File: src/rtl/qrs_pkg.sv
// Shared widths, codes and stage records for the quadratic root solver.
// Used by every module under rtl; depends on nothing else.
`timescale 1ns / 1ps

package qrs_pkg;

    localparam int COEF_WIDTH   = 16;
    localparam int RESULT_WIDTH = 32;
    localparam int RES_FRAC     = 16;

    // Discriminant magnitude, integer root and divider widths.
    localparam int DMAG_WIDTH = 2 * COEF_WIDTH + 1;
    localparam int RAD_WIDTH  = 2 * DMAG_WIDTH;
    localparam int ROOT_WIDTH = DMAG_WIDTH;
    localparam int SREM_WIDTH = ROOT_WIDTH + 2;
    localparam int NB_WIDTH   = COEF_WIDTH + RES_FRAC + 1;
    localparam int NUM_WIDTH  = ROOT_WIDTH + 2;
    localparam int NMAG_WIDTH = NUM_WIDTH - 1;
    localparam int DEN_WIDTH  = COEF_WIDTH + 1;
    localparam int SQRT_CELLS = RAD_WIDTH / 2;
    localparam int DIV_CELLS  = NMAG_WIDTH;

    typedef enum logic [1:0] {
        KIND_TWO_REAL = 2'd0,
        KIND_COMPLEX  = 2'd1,
        KIND_DOUBLE   = 2'd2,
        KIND_A_ZERO   = 2'd3
    } kind_t;

    typedef struct packed {
        kind_t                       kind;
        logic                        a_neg;
        logic [DEN_WIDTH-1:0]        den_mag;
        logic signed [NB_WIDTH-1:0]  nb;
    } side_t;

    typedef struct packed {
        side_t                   side;
        logic [RAD_WIDTH-1:0]    rad;
        logic [SREM_WIDTH-1:0]   rem;
        logic [ROOT_WIDTH-1:0]   root;
    } sqrt_t;

    typedef struct packed {
        kind_t                   kind;
        logic [DEN_WIDTH-1:0]    den_mag;
        logic [NMAG_WIDTH-1:0]   num1;
        logic [DEN_WIDTH-1:0]    rem1;
        logic                    neg1;
        logic [NMAG_WIDTH-1:0]   num2;
        logic [DEN_WIDTH-1:0]    rem2;
        logic                    neg2;
    } div_t;

endpackage

File: src/rtl/qrs_div_cell.sv
// One cell of the two-lane restoring divider chain: one quotient bit per
// lane per cell. Depends on qrs_pkg.
`timescale 1ns / 1ps

module qrs_div_cell (
    input  logic            clk,
    input  logic            rst_n,
    input  logic            en,
    input  logic            vin,
    input  qrs_pkg::div_t   din,
    output logic            vout,
    output qrs_pkg::div_t   dout
);

    localparam int DW = qrs_pkg::DEN_WIDTH;
    localparam int NW = qrs_pkg::NMAG_WIDTH;

    logic           v_reg;
    qrs_pkg::div_t  d_reg;
    qrs_pkg::div_t  d_next;
    logic [DW:0]    w1;
    logic [DW:0]    w2;
    logic           ge1;
    logic           ge2;

    always_comb
    begin
        w1  = {din.rem1, din.num1[NW-1]};
        w2  = {din.rem2, din.num2[NW-1]};
        ge1 = w1 >= {1'b0, din.den_mag};
        ge2 = w2 >= {1'b0, din.den_mag};
        d_next         = din;
        d_next.rem1    = ge1 ? DW'(w1 - {1'b0, din.den_mag}) : DW'(w1);
        d_next.rem2    = ge2 ? DW'(w2 - {1'b0, din.den_mag}) : DW'(w2);
        d_next.num1    = {din.num1[NW-2:0], ge1};
        d_next.num2    = {din.num2[NW-2:0], ge2};
    end

    always_ff @(posedge clk or negedge rst_n)
    begin
        if (!rst_n)
            v_reg <= 1'b0;
        else if (en)
            v_reg <= vin;
    end

    always_ff @(posedge clk)
    begin
        if (en)
            d_reg <= d_next;
    end

    assign vout = v_reg;
    assign dout = d_reg;

endmodule

File: config.mk
export PLATFORM = sky130hd
export DESIGN_NAME = qrs_div_cell
export DESIGN_NICKNAME = d
export VERILOG_FILES = /design/src/rtl/qrs_pkg.sv /design/src/rtl/qrs_div_cell.sv
export SDC_FILE = /design/constraint.sdc
export NUM_CORES = 1
export LEC_CHECK = 0
export BUFFER_PORTS_ARGS = -buffer_cell sky130_fd_sc_hd__buf_4
export CORE_ASPECT_RATIO = 1.25
export CORE_UTILIZATION = 44
export DETAILED_ROUTE_END_ITERATION = 7
export GPL_TIMING_DRIVEN = 0
export PLACE_DENSITY = 0.77
export SETUP_SLACK_MARGIN = 0.05
export SYNTH_ARGS = -nofsm -noshare
export SYNTH_HDL_FRONTEND = slang
export SYNTH_SLANG_ARGS = --single-unit
export TNS_END_PERCENT = 50
File: constraint.sdc
create_clock -name clk -period 0.8 [get_ports clk]
set_input_delay 0.16 -clock clk [delete_from_list [all_inputs] [get_ports clk]]
set_output_delay 0.16 -clock clk [all_outputs]
set_load 0.005 [all_outputs]
Yosys cells after proc, flatten, opt, wreduce, memory -nomap -nowiden

Index checks and enable logic that the tools add are counted.

Memories kept: 0
Memory bits (writable): 0
Bits in latches: 0
Flip-flop bits (word level): 124
Memory bits (read-only): 0

Reduce and logical (&&, ||, !) cells: 0
Multiplexer cells: 2
Equal/unequal tests: 0
Multiply operators: 0
Add/sub/neg operators: 2
Div/mod/pow operators: 0
Shift operators: 0
$lt $le $gt $ge: 2
Bitwise logic cells: 0

Operators by type and width:

| kind             | count |
|---|---|
| $ge A18 B17 Y1   | 2 |
| $mux W17         | 2 |
| $sub A17 B17 Y17 | 2 |

Logic depth before layout (Yosys ltp)

Depth in word-level cells: 2
Mapped depth: 12
Gate-level depth less buffers: 11

Least setup slack after synthesis

No wires, ideal clock.

Path kind: input to register
Start: in din[51] (netlist bit)
End: reg d_reg, in the netlist dout[10], data pin
Path buffers: 1
Required time: 0.540 ns
Arrival: 2.128 ns
Cell stages on the path: 11
Path slack: -1.588 ns
Path through: inv_1 -> ha_1 -> inv_1 -> fa_1 -> a21o_1 -> and2_1 -> o31a_1 -> o21ai_4 -> inv_2 -> buf_6 -> mux2_4

RTL lines:

| item                 | RTL line           | RTL |
|---|---|---|
| start, declared      | qrs_div_cell.sv:10 | `input qrs_pkg::div_t din,` |
| end signal, assigned | qrs_div_cell.sv:50 | `d_reg <= d_next;` |
| end, declared        | qrs_div_cell.sv:19 | `qrs_pkg::div_t d_reg;` |

==> results by group <==
Place
  – Detail Placement HPWL: 13770 um
  – # port buffers: 250
  – Pre-CTS setup slack: -1.946 ns
  – Final GP Congestion: 0.9879

Timing
  – Worst slew pin tran: 0.5288 ns
  – Unrepaired setup endpoints after global routing: yes
  – Max-slew violation total from the final report: 0
  – Min setup slack post-route: -1.216 ns
  – Period utilisation layout: 252.0%
  – Setup violators final: 160
  – Endpoints failing hold: 1
  – Max-slew headroom: 64.38%
  – Max Clk Rate: 496.1 MHz
  – Worst Skew: 0 ns
  – Fin crit period: 2.016 ns
  – Hold slack: -0.008162 ns

Setup path
  – Critical path peak fanout: 7
  – Crit end category: flip-flop
  – CP required: 0.96 ns
  – Critical path cell sequence: buf_12, inv_12, ha_4, inv_2, fa_2, a21o_1, and2_4, o31a_1, o21ai_4, inv_2, buf_8, mux2_4
  – CP peak stage delay: 0.35 ns
  – Crit start category: input pin
  – CP arrival: 2.17 ns
  – Most frequent CP cell: inv_2
  – Max stage delay cell, worst path: fa_2
  – CP Class: in -> reg

Floorplanning
  – IO Count: 251
  – Std-Cell Rows: 47
  – Chip Width: 106.5 um
  – Initial Util: 45.22%
  – DIE AREA: 14130 um^2
  – Die H: 132.7 um
  – Core area: 13290 um^2

Power and ir drop
  – Comb pwr share: 25.2%
  – Switching pwr: 5636 uW
  – Internal Power: 15970 uW
  – Maximum vdd drop: 1289 uV
  – Switching share of power: 26.08%
  – Power density cells: 2031 nW/um^2
  – Tot Pwr: 21610 uW
  – Lkg Pwr: 0.004502 uW
  – Clk pwr share: 36.4%
  – Seq pwr share: 38.4%

Clocking
  – Reg clk slew, reported paths: 0.06 ns
  – Clock Tree Buf Depth: 2
  – Clock root buffer: clkbuf_16
  – Hold buffers post-CTS: 88
  – Total CTS buffers: 17
  – CTS tree: done
  – Clock Latency Late Sink: 0.41 ns
  – CTS sink cnt: 124
  – H-tree depth: 4

Status
  – Failing checks: hold timing, setup timing
  – Status: finished with violations

Synthesis
  – Synth area leader: edfxtp_1
  – Post-synth top area share: 61.46%
  – Top FF cell, synth: edfxtp_1
  – Ys async rst share: 0.8065%
  – Avg Inst Size Synth: 13.57 um^2
  – Most frequent cell after synthesis: edfxtp_1
  – EDFF count, synth: 123
  – Ys Warns: 0
  – Synth top area cells: edfxtp_1 61%, ha_1 7.1%, mux2_2 3.4%, xnor2_1 2.3%, a21oi_1 2.2%
  – Synth cell types: 61
  – Seq cells post-synth: 124
  – Cell area after synthesis: 6010 um^2
  – Post-Synthesis Cells: 443
  – Register area share after synthesis: 61.88%
  – Synthesized Nets: 606
  – Top cells by count, synth: 123 x edfxtp_1, 34 x ha_1, 33 x nand2_1, 26 x a21oi_1, 25 x inv_1

GRT
  – Initial antenna violation count: 1
  – Largest net degree at the start of global routing: 69
  – Total track usage: 30.06%
  – First-pass GRT wire length: 31230 um
  – Vias in the first global route: 5552
  – Gr ovfl total: 0

Cells and area
  – Fillers: 686
  – Layout area overhead: 77.08%
  – Final net count: 996
  – Share of layout cells above drive strength 1: 49.23%
  – Post-layout util: 80.07%

Drt
  – Detailed Route WL: 23260 um
  – Vias per inst: 5.477
  – Vias: 5576
  – Initial DRC count: 446
  – DRC viols: 0
  – TritonRoute pass-1 iters: 5
  – Wire per inst: 22.85 um
  – Antenna-violating nets left: 0

Job
  – Max-cap violations: 0

Hold path
  – Worst hold path class: in -> reg
## sequential cells by signal (all words and copies together), names as in the netlist
signal,flops
dout,123
vout,1
## layout make-up
type                            count  area [um^2]  share of cell area (%)
Inverter                           27        137.6                   1.293
Timing Repair Buffer              375         3391                   31.86
Sequential cell                   124         3719                   34.94
Clock buffer                       17        425.4                   3.998
Antenna cell                        2        5.005                 0.04703
Clock inverter                     14        168.9                   1.587
Buffer                              5        56.30                  0.5291
Multi-Input combinational cell    283         2525                   23.73
Tap cell                          171        214.0                   2.011
## through the flow
step	std cells	area, um^2	setup TNS [ns]	hold WS, ns
after floorplan	443	6085	-47.69	-0.1356
after global placement	864	8175	-177.33	-0.06438
after detailed placement	865	8203	-132.53	-0.06331
after CTS	1006	10150	-76.99	-0.03236
after global routing	1017	10640	-83.20	-0.01617
final	1018	10640	-78.12	-0.008162
## path summary, 6_finish.rpt
| check | from | depth (start not counted) | endpoint | slack [ns] |
|---|---|---|---|---|
| setup / recovery | din[51] | 12 | dout[10]$_DFFE_PP_ | -1.22 |
| hold / removal | vin | 2 | vout$_DFFE_PN0P_ | -0.008 |
| setup reg to reg | vout$_DFFE_PN0P_ | 1 | vout$_DFFE_PN0P_ | 0.02 |
| hold reg to reg | vout$_DFFE_PN0P_ | 1 | vout$_DFFE_PN0P_ | 0.56 |
| max in group asynchronous | rst_n | 2 | vout$_DFFE_PN0P_ | 0.64 |
| min in group asynchronous | rst_n | 2 | vout$_DFFE_PN0P_ | 0.07 |
## power by group through the flow
stage,logic (uW),registers [uW],clock network [uW]
after floorplan,1740,8350,0
after detailed placement,3970,8300,0
final,5440,8290,7870
after global placement,3860,8280,0
after CTS,4800,8190,7810
after global routing,5730,8340,8180
## critical path: cells and delay by family
kind	cells	cell delay (ns)
compound gates	3	0.68
fa+ha+maj	2	0.47
buf+inv	5	0.42
mux	1	0.29
simple gates	1	0.15
## layout by cell type, fill, tap and decap left out, types with 15 or more instances in the layout
cell type | Yosys | final
buf_4 | 0 | 211
edfxtp_1 | 123 | 123
dlygate4sd3_1 | 0 | 88
buf_6 | 3 | 72
nand2_1 | 33 | 29
a21oi_1 | 26 | 21
ha_1 | 34 | 18
inv_1 | 25 | 17
clkbuf_16 | 0 | 17
nor2_1 | 17 | 16
xnor2_1 | 16 | 16
a21o_1 | 15 | 15
## what timing repair did
item | CTS | global route
hold endpoints to repair | 89 | 1
pin swaps | 15 | 24
gates cloned | 1 | 0
resized for setup | 67 | 93
setup buffers | 24 | 13
setup endpoints to repair | 229 | 214
## logic make-up after synthesis
| logic type | count (synthesis) | share of synthesized area, % |
|---|---|---|
| DFF | 124 | 61.88 |
| buffers and inverters | 36 | 2.644 |
| and+or+nand+nor | 94 | 7.600 |
| xor gates and xnor gates | 19 | 2.769 |
| muxes | 22 | 4.372 |
| AOI/OAI and AO/OA | 112 | 12.99 |
| adders and majority gates | 36 | 7.745 |
## routing by layer
metal / vias to the layer above / part of all wire (%) / GRT usage (%)
li1: 2480 / - / -
met1: 2725 / 34 / 33.22
met2: 315 / 53 / 54.40
met3: 56 / 8.2 / 7.586
met4: 0 / 3.9 / 12.48
met5: - / 0 / 0
(Power assumes the default switching activity.)
