## src/rtl/qrs_pkg.sv

```systemverilog
// Shared widths, codes and stage records for the quadratic root solver.
// Used by every module under rtl; depends on nothing else.
`timescale 1ns / 1ps

package qrs_pkg;

    localparam int COEF_WIDTH   = 16;
    localparam int RESULT_WIDTH = 32;
    localparam int RES_FRAC     = 16;

    // Discriminant magnitude, integer root and divider widths.
    localparam int DMAG_WIDTH = 2 * COEF_WIDTH + 1;
    localparam int RAD_WIDTH  = 2 * DMAG_WIDTH;
    localparam int ROOT_WIDTH = DMAG_WIDTH;
    localparam int SREM_WIDTH = ROOT_WIDTH + 2;
    localparam int NB_WIDTH   = COEF_WIDTH + RES_FRAC + 1;
    localparam int NUM_WIDTH  = ROOT_WIDTH + 2;
    localparam int NMAG_WIDTH = NUM_WIDTH - 1;
    localparam int DEN_WIDTH  = COEF_WIDTH + 1;
    localparam int SQRT_CELLS = RAD_WIDTH / 2;
    localparam int DIV_CELLS  = NMAG_WIDTH;

    typedef enum logic [1:0] {
        KIND_TWO_REAL = 2'd0,
        KIND_COMPLEX  = 2'd1,
        KIND_DOUBLE   = 2'd2,
        KIND_A_ZERO   = 2'd3
    } kind_t;

    typedef struct packed {
        kind_t                       kind;
        logic                        a_neg;
        logic [DEN_WIDTH-1:0]        den_mag;
        logic signed [NB_WIDTH-1:0]  nb;
    } side_t;

    typedef struct packed {
        side_t                   side;
        logic [RAD_WIDTH-1:0]    rad;
        logic [SREM_WIDTH-1:0]   rem;
        logic [ROOT_WIDTH-1:0]   root;
    } sqrt_t;

    typedef struct packed {
        kind_t                   kind;
        logic [DEN_WIDTH-1:0]    den_mag;
        logic [NMAG_WIDTH-1:0]   num1;
        logic [DEN_WIDTH-1:0]    rem1;
        logic                    neg1;
        logic [NMAG_WIDTH-1:0]   num2;
        logic [DEN_WIDTH-1:0]    rem2;
        logic                    neg2;
    } div_t;

endpackage

```

## src/rtl/qrs_front.sv

```systemverilog
// Front stages: squares and products, then the discriminant and root kind.
// Depends on qrs_pkg.
`timescale 1ns / 1ps

module qrs_front (
    input  logic                                    clk,
    input  logic                                    rst_n,
    input  logic                                    en,
    input  logic                                    vin,
    input  logic signed [qrs_pkg::COEF_WIDTH-1:0]   coef_a,
    input  logic signed [qrs_pkg::COEF_WIDTH-1:0]   coef_b,
    input  logic signed [qrs_pkg::COEF_WIDTH-1:0]   coef_c,
    output logic                                    vout,
    output qrs_pkg::sqrt_t                          dout
);

    localparam int CW = qrs_pkg::COEF_WIDTH;
    localparam int DW = qrs_pkg::DMAG_WIDTH;
    localparam int PW = 2 * CW;
    localparam int EW = qrs_pkg::DEN_WIDTH;

    logic                       va_reg;
    logic signed [CW-1:0]       a_reg;
    logic signed [CW-1:0]       b_reg;
    logic signed [2*CW-1:0]     b2_reg;
    logic signed [2*CW-1:0]     ac_reg;
    logic                       vb_reg;
    qrs_pkg::sqrt_t             out_reg;
    qrs_pkg::sqrt_t             out_next;
    logic signed [DW:0]         d;
    logic [DW-1:0]              d_mag;
    logic [EW-1:0]              a2;

    always_ff @(posedge clk or negedge rst_n)
    begin
        if (!rst_n)
        begin
            va_reg <= 1'b0;
            vb_reg <= 1'b0;
        end
        else if (en)
        begin
            va_reg <= vin;
            vb_reg <= va_reg;
        end
    end

    always_ff @(posedge clk)
    begin
        if (en)
        begin
            a_reg   <= coef_a;
            b_reg   <= coef_b;
            b2_reg  <= PW'(coef_b) * PW'(coef_b);
            ac_reg  <= PW'(coef_a) * PW'(coef_c);
            out_reg <= out_next;
        end
    end

    always_comb
    begin
        d     = {{(DW-2*CW+1){1'b0}}, b2_reg} - {ac_reg, 2'b00};
        d_mag = d[DW] ? DW'(-d) : d[DW-1:0];
        a2    = {a_reg, 1'b0};
        out_next.side.a_neg   = a_reg[CW-1];
        out_next.side.den_mag = a2[EW-1] ? EW'(-a2) : a2;
        out_next.side.nb      = -({{(qrs_pkg::NB_WIDTH-CW){b_reg[CW-1]}}, b_reg}
                                  <<< qrs_pkg::RES_FRAC);
        if (a_reg == '0)
            out_next.side.kind = qrs_pkg::KIND_A_ZERO;
        else if (d_mag == '0)
            out_next.side.kind = qrs_pkg::KIND_DOUBLE;
        else if (d[DW])
            out_next.side.kind = qrs_pkg::KIND_COMPLEX;
        else
            out_next.side.kind = qrs_pkg::KIND_TWO_REAL;
        // The radicand is the discriminant magnitude scaled by 2^32.
        out_next.rad  = {1'b0, d_mag, {(qrs_pkg::RAD_WIDTH-DW-1){1'b0}}};
        out_next.rem  = '0;
        out_next.root = '0;
    end

    assign vout = vb_reg;
    assign dout = out_reg;

endmodule

```

## config.mk

```make
export PLATFORM = sky130hd
export DESIGN_NAME = qrs_front
export DESIGN_NICKNAME = d
export VERILOG_FILES = /design/src/rtl/qrs_pkg.sv /design/src/rtl/qrs_front.sv
export SDC_FILE = /design/constraint.sdc
export NUM_CORES = 2
export LEC_CHECK = 0
export ABC_CLOCK_PERIOD_IN_PS = 5350
export BUFFER_PORTS_ARGS = -buffer_cell sky130_fd_sc_hd__buf_2
export CORE_MARGIN = 2
export CORE_UTILIZATION = 29
export DETAILED_ROUTE_END_ITERATION = 6
export HOLD_SLACK_MARGIN = 0.08
export PLACE_DENSITY = 0.47
export SLEW_MARGIN = 20
export SYNTH_ARGS = -nofsm -noshare
export SYNTH_HDL_FRONTEND = slang
export SYNTH_SLANG_ARGS = --single-unit
```

## constraint.sdc

```tcl
create_clock -name clk -period 5.35 [get_ports clk]
set_input_delay 1.07 -clock clk [delete_from_list [all_inputs] [get_ports clk]]
set_output_delay 1.07 -clock clk [all_outputs]
set_load 0.02 [all_outputs]
```

# Yosys cells after proc, flatten, opt, wreduce, memory -nomap -nowiden
# Cells that the tools add are included.
# op_classes
reduce_logical,3
mul,2
n_mux,4
add_sub_neg,4
# op_table
operator,n
33-bit negator,2
16-bit by 16-bit multiplier with 32-bit output,2
32-bit by 34-bit subtractor with 34-bit output,1
33-bit zero test,1
33-bit two-way mux,1
17-bit negator,1
16-bit zero test,1
16-bit two-way mux,1
1-bit two-way mux,2
2-bit OR reduction,1
# word_totals
out_inout_bits,188
ff_bits,184

# Logic depth before layout (Yosys ltp)
# depth
word_depth,5
ltp_mapped,28
depth_no_buf,27

# Least setup slack after synthesis
# Ideal clock, no wire load.
# synth_path
kind,input -> register
startpoint,in coef_a[15] (netlist bit)
endpoint,reg ac_reg[31] (data pin)
path_slack_ns,-1.818
t_required_ns,5.090
t_arrival_ns,6.908
stages,25
setup_ns,0.260
path_buffers,1
path_cell_list,clkbuf_1 -> and2_1 -> fa_1 -> inv_1 -> fa_1 -> fa_1 -> inv_1 -> fa_1 -> fa_1 -> inv_1 -> fa_1 -> inv_1 -> ha_1 -> a21oi_1 -> nor2b_1 -> o21a_1 -> o21a_1 -> o21a_1 -> o21ai_0 -> nand2b_1 -> a21o_1 -> or4_1 -> a41o_1 -> a21oi_1 -> xnor2_1
# synth_between
elab_chain_len,1
# synth_rtl
element,line_no,rtl
"start, declared",qrs_front.sv:10,"input logic signed [qrs_pkg::COEF_WIDTH-1:0] coef_a,"
16-bit by 16-bit multiplier with 32-bit output,qrs_front.sv:55,ac_reg <= PW'(coef_a) * PW'(coef_c);
"end signal, assigned",qrs_front.sv:55,
"end, declared",qrs_front.sv:26,logic signed [2*CW-1:0] ac_reg;
# No other way between the ends.
# A chain may end at the register's enable or synchronous reset.

# Worst setup path in the final report
# layout_path
startpoint,in coef_c[2] (netlist bit)
endpoint,reg ac_reg[31] (data pin)
# layout_between
elab_chain_len,1
# layout_rtl
element,line_no,rtl
"start, declared",qrs_front.sv:12,"input logic signed [qrs_pkg::COEF_WIDTH-1:0] coef_c,"
16-bit by 16-bit multiplier with 32-bit output,qrs_front.sv:55,
# No other way between the ends.

==> out/summary.txt <==
=====================================================================================
Outcome                                                                  complete, but fails checks
Violations in the final reports                                          negative setup slack
Initial core utilization                                                        0.293
Instance count of the mapped netlist                                            2,935
Overall track demand over capacity in global routing                            0.149
Classification of the worst-slack hold path                               in -> async
Max Clock Freq                                                                154 MHz
Placement-stage cell area                                                 33,400 um^2
Area of the core region                                                   97,000 um^2
Fraction of the cycle the final worst path needs                                 1.21
Launching element of the worst setup path                                   coef_c[2]
CTS Sinks                                                                         164
Post-layout util                                                                0.371
Routed metal-1 wire length                                                  33,100 um
Number of antenna violations at the first check in global routing                   2
Wire length of the first global-routing pass                               116,000 um
Largest cells by area after synthesis                                    sky130_fd_sc_hd__fa_1, sky130_fd_sc_hd__edfxtp_1, sky130_fd_sc_hd__ha_1
Register area                                                               4910 um^2
Most common cell in the synthesized netlist                              sky130_fd_sc_hd__inv_1
Floorplan die height                                                           317 um
Worst-case hold slack                                                          353 ps
Max stage delay cell, worst path                                         sky130_fd_sc_hd__fa_2
Setup slack of the worst register-to-register path                             350 ps
WL met2                                                                     35,500 um
Number of diodes                                                                    0
Area of the multi-input gates                                             21,500 um^2
Combined area of all synthesized cells                                    28,400 um^2
Drt first-iter violations                                                         960
Hold-fix buffers, CTS                                                               0
Final setup margin                                                           -1140 ps
Commonest register cell after synthesis                                  sky130_fd_sc_hd__edfxtp_1
Number of warnings issued by yosys                                                  0
Kind of critical path                                                       in -> reg
Largest area contributor in the netlist                                  sky130_fd_sc_hd__fa_1
Maximum number of pins on one net before global-route repair                       99
CP peak stage delay                                                            620 ps
Slew at the pin closest to its max-slew limit                                  980 ps
Number of placed I/O pins                                                         240
Clock-pin slew of the registers on the worst-case setup and hold paths          80 ps
Vias                                                                           20,993
DR WL met3                                                                    2140 um
Async SR Flop Fraction                                                         0.0122
Filler instances                                                                9,927
Largest fanout on the critical path                                                 9
Worst-case reg-to-reg path depth                                                   16
Post-synth EDFFs                                                                  162
Final routed wirelength across all metal layers                             72,000 um
CP Data Required Time                                                         5590 ps
Total Nets Final                                                                4,226
Time the worst path needs with I/O delays and setup                           6490 ps
Area of all placed cells without fillers                                  36,000 um^2
Number of cells in the finished layout apart from fillers                       4,761
Kind of end point of the critical path                                      flip-flop
DIE AREA                                                                 101,000 um^2
Number of buffers created by CTS                                                   17
Vias in the first global route                                                 21,951
Number of iterations in the first detailed-routing pass                             5
Final-report setup violation count                                                 35
Remaining design rule violation count                                               0
Worst setup SP type                                                        input port
Clock Skews                                                                   16.0 ps
Reg2Reg Capture Point                                                       dout[185]
Final Hold Fails                                                                    0
Cells traversed along the worst timing path                              buf_12, buf_12, and2_4, fa_2, inv_2, fa_2, fa_2, fa_1, fa_1, fa_1, inv_2, ha_4, a21oi_4, nor2b_1, o21a_1, o21a_1, o21a_1, o21ai_1, nand2b_1, a21o_1, or4_4, a41o_1, a21oi_2, xnor2_1
Number of flip-flops and latches in the synthesized netlist                       164
Origin of the critical flop-to-flop path                                    b2_reg[2]
Share of the yosys chip area belonging to registers                             0.173
DR vias/cell                                                                     4.41
# H-tree levels                                                                     4
Avg WL per Cell                                                               15.1 um
Clock root buffer master                                                 sky130_fd_sc_hd__clkbuf_16
Residual overflow from global routing                                               0
Share of cells above drive strength 1                                           0.262
Final Max Slew Viols                                                                0
Arr. time, crit path                                                          6730 ps
Post-detailed-route count of antenna-violating nets                                 0
Worst slew margin relative to its limit                                         0.347
Max reg flops                                                                      68
Count of cell types in the netlist                                                 97
RSZ-0062 raised after global routing                                             true
HPWL reported at the end of detailed placement                              60,100 um
Top Layer Used                                                                   met5
GP Congestion                                                                   0.843
Average instance area after synthesis                                       9.69 um^2
Worst-Skew Late Latency                                                        490 ps
CTS tree                                                                         done
Worst setup endpoint                                                       ac_reg[31]
CTS max path bufs                                                                   2
Width of the die                                                               317 um
Count of input and output buffers                                                 121
Top cells by count, synth                                                sky130_fd_sc_hd__inv_1, sky130_fd_sc_hd__fa_1, sky130_fd_sc_hd__nand2_1, sky130_fd_sc_hd__ha_1, sky130_fd_sc_hd__and2_1
Total of max-cap violations                                                         0
Std cell rows                                                                     114
Placed cell count                                                               4,652
Area overhead of the layout relative to synthesis                               26.7%
Area share of the leading cell type in the synthesized netlist                  0.351
=====================================================================================
## cell type report
| type | instances | share of cell area |
|---|---|---|
| well taps | 1276 | 0.0443 |
| inverters | 648 | 0.0684 |
| repair buffers | 594 | 0.137 |
| flip-flops and latches | 164 | 0.136 |
| multi-input cells | 2047 | 0.597 |
| clock inverters | 14 | 0.00504 |
| clock buffers | 18 | 0.0119 |
## kinds of logic (layout without fill, tap and decap cells)
group,Yosys count,after routing,synth area share
multiplexers,9,9,0.00326
AND/OR/NAND/NOR,747,747,0.130
flip-flops,164,164,0.173
adder cells (fa/ha/maj),702,702,0.440
AO/OA/AOI/OAI,330,330,0.0809
buffers and inverters,841,1274,0.128
other,1,118,0.000132
XOR/XNOR,141,141,0.0441
## stage by stage
stage	TNS, ps	worst slack [ps]
floorplan	-27540	-1380
detailed placement	-51260	-1890
finish	-23730	-1140
global route	-29290	-1330
CTS	-21060	-1090
global placement	-50750	-1830
## worst min-delay path by stage
stage	start	slack (ps)	depth (start not counted)	endpoint
3_3_place_gp	va_reg	480	1	vout
4_1_cts	rst_n	290	1	va_reg
2_1_floorplan	a_reg[0]	450	0	dout[168]
6_report	rst_n	350	1	va_reg
3_5_place_dp	va_reg	500	1	va_reg
5_1_grt	rst_n	320	1	va_reg
## critical path: cells and delay by family
kind	cells	cell delay, ps
AOI/OAI and AO/OA	8	1270
xor gates and xnor gates	1	60
adders and majority gates	7	3270
buffers and inverters	4	350
and+or+nand+nor	4	700
## cells in the final DEF (no fill, tap or decap), drive strengths merged, types with 15 or more instances in the layout
| master | instances |
|---|---|
| inv | 651 |
| buf | 593 |
| fa | 498 |
| nand2 | 269 |
| ha | 204 |
| and2 | 170 |
| edfxtp | 162 |
| nor2 | 120 |
| conb | 118 |
| xnor2 | 109 |
| a21oi | 88 |
| o21ai | 59 |
| nand3 | 39 |
| a21o | 37 |
| xor2 | 32 |
| nor3 | 29 |
| or3 | 22 |
| nand2b | 20 |
| o211ai | 20 |
| clkbuf | 18 |
| and3 | 16 |
| o21a | 15 |
## timing repair
item	in CTS	in global routing
pin swaps	113	78
setup endpoints to repair	39	43
cloned	1	0
gates resized for setup	256	119
buffers inserted	54	28
## routing by layer
layer,vias to the layer above,track usage
met4,2,0.0353
met1,10536,0.205
li1,10045,-
met3,55,0.0147
met5,-,0
met2,355,0.254
Power is not shown: default switching activity piles up to over one toggle a cycle in this logic, so the estimate is an artifact.
