## src/rtl/qrs_pkg.sv

```systemverilog
// Shared widths, codes and stage records for the quadratic root solver.
// Used by every module under rtl; depends on nothing else.
`timescale 1ns / 1ps

package qrs_pkg;

    localparam int COEF_WIDTH   = 16;
    localparam int RESULT_WIDTH = 32;
    localparam int RES_FRAC     = 16;

    // Discriminant magnitude, integer root and divider widths.
    localparam int DMAG_WIDTH = 2 * COEF_WIDTH + 1;
    localparam int RAD_WIDTH  = 2 * DMAG_WIDTH;
    localparam int ROOT_WIDTH = DMAG_WIDTH;
    localparam int SREM_WIDTH = ROOT_WIDTH + 2;
    localparam int NB_WIDTH   = COEF_WIDTH + RES_FRAC + 1;
    localparam int NUM_WIDTH  = ROOT_WIDTH + 2;
    localparam int NMAG_WIDTH = NUM_WIDTH - 1;
    localparam int DEN_WIDTH  = COEF_WIDTH + 1;
    localparam int SQRT_CELLS = RAD_WIDTH / 2;
    localparam int DIV_CELLS  = NMAG_WIDTH;

    typedef enum logic [1:0] {
        KIND_TWO_REAL = 2'd0,
        KIND_COMPLEX  = 2'd1,
        KIND_DOUBLE   = 2'd2,
        KIND_A_ZERO   = 2'd3
    } kind_t;

    typedef struct packed {
        kind_t                       kind;
        logic                        a_neg;
        logic [DEN_WIDTH-1:0]        den_mag;
        logic signed [NB_WIDTH-1:0]  nb;
    } side_t;

    typedef struct packed {
        side_t                   side;
        logic [RAD_WIDTH-1:0]    rad;
        logic [SREM_WIDTH-1:0]   rem;
        logic [ROOT_WIDTH-1:0]   root;
    } sqrt_t;

    typedef struct packed {
        kind_t                   kind;
        logic [DEN_WIDTH-1:0]    den_mag;
        logic [NMAG_WIDTH-1:0]   num1;
        logic [DEN_WIDTH-1:0]    rem1;
        logic                    neg1;
        logic [NMAG_WIDTH-1:0]   num2;
        logic [DEN_WIDTH-1:0]    rem2;
        logic                    neg2;
    } div_t;

endpackage

```

## src/rtl/qrs_sqrt_cell.sv

```systemverilog
// One cell of the integer square root chain: consumes the top bit pair of
// the radicand and settles one root bit. Depends on qrs_pkg.
`timescale 1ns / 1ps

module qrs_sqrt_cell (
    input  logic            clk,
    input  logic            rst_n,
    input  logic            en,
    input  logic            vin,
    input  qrs_pkg::sqrt_t  din,
    output logic            vout,
    output qrs_pkg::sqrt_t  dout
);

    localparam int RW = qrs_pkg::SREM_WIDTH;
    localparam int AW = qrs_pkg::RAD_WIDTH;
    localparam int TW = qrs_pkg::ROOT_WIDTH;

    logic               v_reg;
    qrs_pkg::sqrt_t     d_reg;
    qrs_pkg::sqrt_t     d_next;
    logic [RW+1:0]      remw;
    logic [RW+1:0]      trial;
    logic               ge;

    always_comb
    begin
        remw  = {din.rem, din.rad[AW-1:AW-2]};
        trial = {{(RW-TW){1'b0}}, din.root, 2'b01};
        ge    = remw >= trial;
        d_next.side = din.side;
        d_next.rad  = {din.rad[AW-3:0], 2'b00};
        d_next.rem  = ge ? RW'(remw - trial) : RW'(remw);
        d_next.root = {din.root[TW-2:0], ge};
    end

    always_ff @(posedge clk or negedge rst_n)
    begin
        if (!rst_n)
            v_reg <= 1'b0;
        else if (en)
            v_reg <= vin;
    end

    always_ff @(posedge clk)
    begin
        if (en)
            d_reg <= d_next;
    end

    assign vout = v_reg;
    assign dout = d_reg;

endmodule

```

## config.mk

```make
export PLATFORM = sky130hd
export DESIGN_NAME = qrs_sqrt_cell
export DESIGN_NICKNAME = d
export VERILOG_FILES = /design/src/rtl/qrs_pkg.sv /design/src/rtl/qrs_sqrt_cell.sv
export SDC_FILE = /design/constraint.sdc
export NUM_CORES = 1
export LEC_CHECK = 0
export BUFFER_PORTS_ARGS = -buffer_cell sky130_fd_sc_hd__buf_4
export CORE_MARGIN = 8
export CORE_UTILIZATION = 45
export CTS_CLUSTER_SIZE = 25
export DETAILED_ROUTE_END_ITERATION = 8
export GPL_ROUTABILITY_DRIVEN = 0
export PLACE_DENSITY = 0.77
export SLEW_MARGIN = 20
export SYNTH_ARGS = -nofsm -noshare
export SYNTH_HDL_FRONTEND = slang
export SYNTH_SLANG_ARGS = --single-unit
```

## constraint.sdc

```tcl
create_clock -name clk -period 1 [get_ports clk]
set_input_delay 0.15 -clock clk [delete_from_list [all_inputs] [get_ports clk]]
set_output_delay 0.15 -clock clk [all_outputs]
set_load 0.01 [all_outputs]
```

# Yosys cells after proc, flatten, opt, wreduce, memory -nomap -nowiden
# Index checks and enable logic that the tools add are counted.
dict set report totals {
  ff_bits 186
  output_inout_bits 188
  wordCells 11
}
dict set report classes {
  n_addsub 1
  n_lt_le_gt_ge 1
  mux 1
}
# operator count
set ops {}
lappend ops {{>= comparator 37 x 35 -> 1 bit} 1}
lappend ops {{2-to-1 mux 35 bit} 1}
lappend ops {{subtractor 35 bit} 1}

# Longest topological paths before layout
# Gate-level depths: netlist of the first run.
dict set report depth {
  ltp_word 2
  mapped_depth 13
  ltp_nobuf 10
}

# Worst setup path before layout of the first run
# OpenSTA, ideal clock, no wires.
dict set report synth_timing {
  path_type {input to register}
  start {input din[4] in the netlist's numbering}
  end {register d_reg, in the netlist dout[39], data pin}
  setup_time_ps 260
  t_arrival_ps 2476
  required_time_ps 740
  path_slack_ps -1736
  cell_stages 12
  path_buffers 2
  path_cell_list {inv_1 -> ha_1 -> o21a_1 -> o211ai_2 -> a311oi_1 -> nor4_2 -> a2111oi_2 -> o21a_2 -> o211a_1 -> buf_6 -> buf_12 -> mux2_4}
}
# element line
set synth_lines {}
lappend synth_lines {{from (decl)} qrs_sqrt_cell.sv:10} ;# input qrs_pkg::sqrt_t din,
lappend synth_lines {{to (signal assigned)} qrs_sqrt_cell.sv:48} ;# d_reg <= d_next;
lappend synth_lines {{to (decl)} qrs_sqrt_cell.sv:20} ;# qrs_pkg::sqrt_t d_reg;

==> results of run 1 <==
[cell type report]
cell class | count | share of cell area, %
Antenna cell | 3 | 0.0479
Clock buffer | 18 | 2.74
Clock inverter | 14 | 1.09
Inverter | 41 | 1.12
Multi-Input combinational cell | 299 | 17.2
Sequential cell | 186 | 35.6
Tap cell | 229 | 1.83
Timing Repair Buffer | 670 | 40.4
[how the worst max path moves through the flow]
stage / slack [ns] / startpoint / to / cells past startpoint
after floorplan: -1.52 / din[23] / dout[39] / 11
after global placement: -1.92 / din[0] / dout[60] / 12
after detailed placement: -1.94 / din[0] / dout[60] / 12
after CTS: -1.28 / din[0] / dout[51] / 13
after global routing: -1.40 / din[10] / dout[54] / 12
final: -1.35 / din[10] / dout[54] / 12
[power groups by stage]
stage	Clock (mW)	Combinational, mW	Sequential [mW]
CTS	6.87	6.50	9.83
global placement	0	5.16	9.84
global route	7.39	7.18	10.0
finish	7.06	6.90	9.97
detailed placement	0	5.27	9.87
floorplan	0	1.82	10.3
[per-layer routing]
| metal | vias to the layer above | global-route usage, % | wire length (um) |
|---|---|---|---|
| met1 | 3834 | 33.5 | 13200 |
| met2 | 575 | 56.7 | 20700 |
| met3 | 151 | 7.95 | 3670 |
| li1 | 3405 | - | - |
| met5 | - | 0 | 0 |
| met4 | 0 | 19.3 | 2770 |
[state kept, by name (all words and copies together) (netlist names)]
register	count
dout	185
vout	1
[through the flow]
step,cells,total power [mW],TNS (ns)
finish,1460,23.9,-73.02
global route,1459,24.6,-80.80
CTS,1455,23.2,-69.21
detailed placement,1261,15.1,-62.63
global placement,1261,15.0,-61.50
floorplan,544,12.1,-52.49
[repair_timing]
| item | 4_1_cts | 5_1_grt |
|---|---|---|
| gates cloned | 3 | 1 |
| gates resized for setup | 189 | 41 |
| buffers inserted | 10 | 5 |
| endpoints found under the hold margin | 151 | 0 |
| setup endpoints to repair | 222 | 222 |
| pin swaps | 6 | 3 |
| hold buffers | 151 | 0 |
[cell usage in the layout (no fill, tap or decap), types with 3 or more instances in the layout]
cell,instances
xnor2_1,18
nand3_1,8
diode_2,3
dlygate4sd3_1,151
inv_6,4
inv_1,34
clkinv_8,5
buf_6,190
o21ai_0,10
a31o_2,3
inv_8,5
inv_2,4
nand2_1,25
ha_2,4
a21oi_1,26
a21oi_2,3
nor2b_1,3
and3_1,3
edfxtp_1,185
xor2_1,14
ha_4,9
a21o_1,26
clkbuf_16,18
mux2i_1,3
nor2_1,22
o21a_1,3
o21bai_1,3
mux2_4,31
buf_12,15
buf_4,312
ha_1,22
nand4_1,8
[cell families after synthesis]
family	Yosys count
AO/OA/AOI/OAI	107
XOR/XNOR	33
adder cells (fa/ha/maj)	35
buffers and inverters	59
flip-flops	186
multiplexers	35
other	1
AND/OR/NAND/NOR	87
==> impl_metrics.toml, run 1 <==
[sta]
setup_ws_ns = -1.35
setup_viol = 222
rsz0062_at_grt = "yes"
slew_violations = 0
fin_skew_ns = 0
max_freq_ghz = 0.425
fin_worst_hold_slack_ns = 0.0147
hold_viol = 0
min_period_over_period_pct = 235
period_needed_ns = 2.35

[global_route]
grt_overflow_total = 0
grt_pass1_wl_mm = 53.2
grt_antenna_before_repair = 2
grt_max_degree = 27
grt_pass1_vias = 8322
grt_usage_pct = 31.9

[critical_path]
rr_endpoint = "vout"
rrSetupSlack_ns = 0.17
cpMaxStageDelayCell = "ha_1"
r2r_cells = 1
worstPathArrival_ns = 2.54
crit_path_start_kind = "primary input"
path_max_fanout = 6
crit-reg2reg-launch = "vout"
cp.required_ns = 1.19
cp-end-kind = "register"
crit_path_max_incr_delay_ns = 0.37
cpLargestDelayFamily = "compound AO/OA/AOI/OAI gates"
path_cells = "buf_4, inv_1, ha_1, a21oi_1, o21bai_1, a221o_1, a21oi_1, o31a_1, buf_4, o21ai_0, xor2_1, mux2_4"
path_buf_inv = 3
worstSetupPathType = "primary input to register"

[yosys]
synthAdderAreaFrac_pct = 5.31
synthSimpleGateAreaFrac_pct = 5.14
syn_area_um2 = 8250
synth-seq-area-share_pct = 67.6
synth_top_area_share_pct = 67.3
ys_seq_elements = 186
ys.flop_type = "edfxtp_1"
synth-edff-count = 185
ys_warn_count = 0
synth-compound-area-share_pct = 9.06
synth_xor_area_share_pct = 3.50
synth_top_area_cell = "edfxtp_1"
synthTopCellsByArea = "edfxtp_1 67%, ha_1 5.3%, mux2_4 4.5%"
synth_most_common_cell = "edfxtp_1"
synthTopCellsByCount = "185 x edfxtp_1, 41 x inv_1, 35 x ha_1"
synth.mux.area_fraction_pct = 5.87
synth_top_family_by_area = "compound AO/OA/AOI/OAI gates"
synth_async_sr_flop_share_pct = 0.538
synth_cell_types = 58
avgSynthCellArea_um2 = 15.2
syn_inst = 543

[power_and_ir_drop]
pwr_density_cell_nw_per_um2 = 1530
peakVddDrop_mv = 1.49
leakage_nw = 6.99
p_sw_share_pct = 29.5
power_frac_comb_pct = 28.8
pwr-share-seq_pct = 41.7
power.switching_mw = 7.05
internal_power_mw = 16.9
clkPwrFrac_pct = 29.5

[finish]
finish.instance_area_um2 = 15700
ff_latch_area_um2 = 5580
area_delta_synth_final_pct = 90.0
drive_gt1_share_pct = 51.5
post-route-util_pct = 87.3
multi_input_area_um2 = 2700
final_nets = 1441
fillers = 732

[routing]
vias = 7965
drc_errors = 0
via_per_inst = 5.46
drt_iter0_drc = 687
ant_nets = 0
wl_mm = 40.4
firstDrtPassIters = 6
post_drt_wl_per_cell_um = 27.7

[floorplanning]
floorplan.die.height_um = 151
core_area_um2 = 18000
dieArea_um2 = 22900
initial_core_util_pct = 45.9
placementRows = 49
die_x_um = 151
io_pins = 379

[clocking]
clock_path_buffers = 2
htree_levels = 4
numCtsBuffers = 17
cts_tree = "yes"
root_buffer = "clkbuf_16"
clk_pin_slew_ns = 0.09
clock-sinks = 186
clk-insertion-delay-late_ns = 0.45

[placement]
place_area_um2 = 12500
pre_cts_slack_ns = -1.94
hpwl_mm = 23.4
io_buffer_count = 376

[hold_path]
hold_path_class = "primary input to async pin"

[run]
drv_cap = 0

[status]
violations = "setup timing"
outcome = "complete, but fails checks"
No activity file was read; power rests on OpenSTA's default activity.
==> run 2, diff against run 1 <==
==> constraint.sdc (replaced) <==
create_clock -name clk -period 2.6 [get_ports clk]
set_input_delay 0.39 -clock clk [delete_from_list [all_inputs] [get_ports clk]]
set_output_delay 0.39 -clock clk [all_outputs]
set_load 0.01 [all_outputs]
==> run 2 against run 1 <==
Effect of this change:
- via count decreased by 19%
- cell area decreased by 17%
- critical path type unchanged
- the run still ends with setup timing left
- critical path depth unchanged
- clock-buffer cell count decreased by 1
- clock skew unchanged
- setup slack improved by 1.3 ns
- total power decreased by 65%
- combinational power decreased by 71%
- critical endpoint is now dout[43]
- non-clock buffer count decreased by 182
- sequential power decreased by 62%
==> impl_metrics.toml, run 2 (synthesis results as in run 1) <==
[clocking]
htree_levels = 4
cts_tree = "yes"
numCtsBuffers = 17
root_buffer = "clkbuf_16"
clock_path_buffers = 2
clk_pin_slew_ns = 0.08
clock-sinks = 186
clk-insertion-delay-late_ns = 0.44

[critical_path]
crit_path_start_kind = "primary input"
cp-end-kind = "register"
crit-reg2reg-launch = "vout"
crit_cells = 12
crit_path_max_incr_delay_ns = 0.44
worstPathArrival_ns = 2.84
r2r_cells = 1
path_cells = "buf_8, inv_4, ha_4, o21a_1, o211ai_2, a311oi_2, nor4_4, a2111oi_2, o21a_2, o211a_4, clkbuf_16, mux2_4"
cpMaxStageDelayCell = "a2111oi_2"
rrSetupSlack_ns = 1.84
cpLargestDelayFamily = "compound AO/OA/AOI/OAI gates"
path_buf_inv = 3
critPathLaunch = "din[0]"
worstSetupPathType = "primary input to register"
crit_end = "dout[43]"
path_max_fanout = 10
rr_endpoint = "vout"
cp.required_ns = 2.79

[finish]
largest_reg_flops = 185
fillers = 1196
multi_input_area_um2 = 2560
drive_gt1_share_pct = 55.7
final_common_cell = "buf_4"
diodes = 0
final_nets = 1259
ff_latch_area_um2 = 5580
area_delta_synth_final_pct = 57.6
finish.instance_area_um2 = 13000
final_cell_mix = "476 x buf_4, 185 x edfxtp_1, 37 x inv_1"
final_cells = 1275

[global_route]
grt_use_met1_pct = 25.0
grt_max_degree = 61
use_met2_pct = 40.5
grt_pass1_wl_mm = 39.1
grt_pass1_vias = 6557
top_usage_layer = "met2"
grt_antenna_before_repair = 1
grt_usage_pct = 23.3
grt_overflow_total = 0
grt_use_met3_pct = 8.25

[placement]
io_buffer_count = 376
place_area_um2 = 12200
hpwl_mm = 22.8
placed_cells = 1238

[sta]
setup_ws_ns = -0.0491
slew_violations = 0
maxSlewHeadroom_pct = 60.9
rsz0062_at_grt = "yes"
worst_pin_slew_ns = 0.586
period_needed_ns = 2.65
setup_viol = 30
hold_viol = 0
max_freq_ghz = 0.377
fin_skew_ns = 0
min_period_over_period_pct = 102

[hold_path]
hold_path_class = "primary input to register"

[floorplanning]
io_pins = 379
core_area_um2 = 18000
dieArea_um2 = 22900
placementRows = 49
initial_core_util_pct = 45.9
die_x_um = 151
floorplan.die.height_um = 151

[routing]
drt_iter0_drc = 348
firstDrtPassIters = 5
ant_nets = 0
drc_errors = 0
via_per_inst = 5.09
post_drt_wl_per_cell_um = 22.2
vias = 6485
wl_mm = 28.3

[power_and_ir_drop]
peakVddDrop_mv = 0.482
pwr_density_cell_nw_per_um2 = 653
leakage_nw = 5.94

[status]
outcome = "complete, but fails checks"
violations = "setup timing"

[run]
drv_cap = 0
==> run 2: changes by cell type in the layout (fill, tap and decap cells not counted), sizes merged <==
cell         change
dlygate4sd3    -150
buf             -32
diode            -3
bufinv           +1
clkbuf           -1
==> run 2: layout make-up <==
cell class | instances | share of cell area, %
clock buffers | 17 | 3.27
repair buffers | 488 | 29.1
well taps | 229 | 2.20
clock inverters | 15 | 1.63
flip-flops and latches | 186 | 42.9
multi-input cells | 299 | 19.7
inverters | 41 | 1.26
==> run 2: metrics by stage <==
| step | util [%] | power (mW) | TNS, ns | hold slack (ns) | setup slack (ns) |
|---|---|---|---|---|---|
| final | 72.4 | 8.49 | -0.746 | 0.121 | -0.0491 |
| after global routing | 72.4 | 8.81 | -1.78 | 0.0923 | -0.0889 |
| after CTS | 71.6 | 8.50 | -0.00336 | 0.102 | -0.00336 |
| after detailed placement | 68.0 | 5.76 | -15.64 | 0.166 | -0.467 |
| after global placement | 68.0 | 5.71 | -14.59 | 0.165 | -0.432 |
| after floorplan | - | 4.64 | -4.30 | 0.0944 | -0.162 |
==> run 2: per-layer routing <==
metal | part of all wire [%] | routed length (um) | vias to the layer above
met3 | 9.8 | 2770 | 52
li1 | - | - | 3038
met1 | 35 | 10000 | 3113
met2 | 51 | 14500 | 280
met5 | 0.046 | 13 | -
met4 | 3.7 | 1050 | 2
==> run 2: where the power goes <==
part | internal (mW) | total, mW | switching [mW] | leakage [nW]
clock network | 1.42 | 2.75 | 1.33 | 0.309
logic | 1.12 | 2.01 | 0.891 | 3.80
registers | 3.64 | 3.74 | 0.0906 | 1.82
total | 6.18 | 8.49 | 2.31 | 5.94
==> run 2: worst min path at each step <==
stage	from	end	slack [ns]	depth (start not counted)
detailed placement	rst_n	vout	0.17	1
floorplan	rst_n	vout	0.09	0
global route	din[74]	dout[76]	0.09	1
finish	din[90]	dout[92]	0.12	1
CTS	din[74]	dout[76]	0.10	1
global placement	rst_n	vout	0.16	1
==> run 2: timing repair <==
action / in CTS / in global routing
resized for setup: 1 / 22
setup endpoints to repair: 2 / 33
cloned: 0 / 1
buffers inserted: 0 / 3
hold endpoints to repair: 1 / 0
pin swaps: 0 / 3
hold buffers: 1 / 0
==> run 3, diff against run 2 <==
==> constraint.sdc (replaced) <==
create_clock -name clk -period 3.3 [get_ports clk]
set_input_delay 0.495 -clock clk [delete_from_list [all_inputs] [get_ports clk]]
set_output_delay 0.495 -clock clk [all_outputs]
set_load 0.01 [all_outputs]
==> run 3 against run 2 <==
Effect of this change:
- the flow now finishes without violations
- via count fell by 5.1%
- final cell count is 5.9% lower
- sequential power decreased by 21%
- flip-flop and latch count unchanged
- clock-buffer cell count unchanged
- combinational power is 29% lower
- critical path type unchanged
- largest cell class unchanged
- highest routed layer unchanged
==> impl_metrics.toml, run 3 (synthesis results as in run 1) <==
[status]
outcome = "complete, no violations"

[clocking]
clock-sinks = 186
root_buffer = "clkbuf_16"
htree_levels = 4
cts_resized = 0
postCtsSetupBuffers = 0
clk_pin_slew_ns = 0.08
hold_buffers = 1
clk-insertion-delay-late_ns = 0.43
numCtsBuffers = 17
cts_tree = "yes"
clock_path_buffers = 2

[finish]
final_nets = 1184
final_cell_mix = "409 x buf_4, 185 x edfxtp_1, 41 x inv_1"
area_delta_synth_final_pct = 46.9
multi_input_area_um2 = 2390
fillers = 1300
ff_latch_area_um2 = 5580
final_common_cell = "buf_4"
largest_reg_flops = 185
drive_gt1_share_pct = 50.2

[routing]
firstDrtPassIters = 5
drc_errors = 0
via_per_inst = 5.13
post_drt_wl_per_cell_um = 23.3
wl_met1_mm = 9.72
wl_mm = 28.0
routed-wl-met2_mm = 14.4
wl_met3_mm = 3.06
drt_iter0_drc = 456
ant_nets = 0
vias = 6156
top_layer_used = "met5"

[floorplanning]
placementRows = 49
dieArea_um2 = 22900
io_pins = 379
die_x_um = 151
initial_core_util_pct = 45.9
core_area_um2 = 18000
floorplan.die.height_um = 151

[hold_path]
hold_path_class = "primary input to register"
min_from = "din[141]"
min_to = "dout[141]"
whs_path_depth = 1

[critical_path]
crit_path_start_kind = "primary input"
cp.required_ns = 3.48
cpMaxStageDelayCell = "nor4_2"
crit-reg2reg-launch = "vout"
cp-end-kind = "register"
worstPathArrival_ns = 3.05
worstSetupPathType = "primary input to register"
crit_path_max_incr_delay_ns = 0.46
critPathLaunch = "din[0]"
rr_endpoint = "vout"
path_max_fanout = 20
r2r_cells = 1
path_cells = "buf_4, inv_1, ha_1, o21a_1, o211ai_2, a311oi_1, nor4_2, a2111oi_2, o21a_2, o211a_2, buf_12, mux2_4"
rrSetupSlack_ns = 2.56

[power_and_ir_drop]
pwr-share-seq_pct = 46.3
internal_power_mw = 4.63
leakage_nw = 5.48
p_sw_share_pct = 27.1
power_frac_comb_pct = 22.3
pwr_density_cell_nw_per_um2 = 524
peakVddDrop_mv = 0.388
power.switching_mw = 1.72
clkPwrFrac_pct = 31.4

[global_route]
grt_usage_pct = 23.5
grt_pass1_vias = 6173
grt_max_degree = 85
grt_antenna_before_repair = 2
grt_pass1_wl_mm = 38.8
grt_overflow_total = 0

[run]
drv_cap = 0

[placement]
io_buffer_count = 376
pre_cts_slack_ns = -0.0262
hpwl_mm = 22.7

[sta]
rsz0062_at_grt = "no"
setup_tns_ns = 0
setup_viol = 0
fin_skew_ns = 0
period_needed_ns = 2.87
worst_pin_slew_ns = 0.748
hold_viol = 0
maxSlewHeadroom_pct = 50.2
setup_ws_ns = 0.431
slew_violations = 0
max_freq_ghz = 0.349
min_period_over_period_pct = 86.9
-- run 3: changes by cell type in the layout (fill, tap and decap cells not counted), moves of 3 or more --
cell / delta
clkinv_4: +3
mux2_2: +5
buf_4: -67
mux2_4: -5
ha_1: +9
clkinv_8: -3
ha_4: -7
buf_12: -4
inv_1: +4
-- run 3: layer usage --
metal	up-vias	global-route usage (%)
li1	2882	-
met1	2974	25.2
met2	261	41.4
met3	37	8.22
met4	2	9.65
met5	-	0
-- run 3: power by group through the flow --
| stage | logic [mW] | clock network [mW] | registers (mW) |
|---|---|---|---|
| 2_1_floorplan | 0.520 | 0 | 3.11 |
| 3_3_place_gp | 1.40 | 0 | 2.99 |
| 3_5_place_dp | 1.43 | 0 | 2.99 |
| 4_1_cts | 1.43 | 2.03 | 2.94 |
| 5_1_grt | 1.51 | 2.12 | 2.96 |
| 6_report | 1.42 | 1.99 | 2.94 |
-- run 3: layout make-up --
| type | count | share of cell area [%] |
|---|---|---|
| diodes | 1 | 0.0206 |
| clock inverters | 14 | 1.23 |
| well taps | 229 | 2.36 |
| repair buffers | 413 | 25.9 |
| flip-flops and latches | 186 | 46.0 |
| inverters | 41 | 1.27 |
| multi-input cells | 299 | 19.7 |
| clock buffers | 17 | 3.51 |
-- run 3: through the flow --
| stage | utilization, % | cells | hold WS [ns] | power [mW] | area [um2] |
|---|---|---|---|---|---|
| 6_report | 67.5 | 1200 | 0.230 | 6.35 | 12100 |
| 5_1_grt | 67.5 | 1200 | 0.209 | 6.59 | 12100 |
| 4_1_cts | 67.5 | 1199 | 0.209 | 6.41 | 12100 |
| 3_5_place_dp | 64.2 | 1167 | 0.271 | 4.42 | 11500 |
| 3_3_place_gp | 64.2 | 1167 | 0.271 | 4.38 | 11500 |
| 2_1_floorplan | - | 544 | 0.199 | 3.63 | 8260 |
-- run 3: how the worst max path moves through the flow --
stage	endpoint	slack [ns]	depth (start not counted)
after floorplan	dout[39]	0.22	12
after global placement	dout[37]	0.03	12
after detailed placement	dout[64]	-0.03	12
after CTS	dout[64]	0.43	12
after global routing	dout[37]	0.31	12
final	dout[41]	0.43	12
-- run 3: critical path: cells and delay by family --
kind / cells / cell delay, ns
fa+ha+maj: 1 / 0.30
buf+inv: 3 / 0.30
simple gates: 1 / 0.46
compound gates: 6 / 1.15
mux: 1 / 0.31
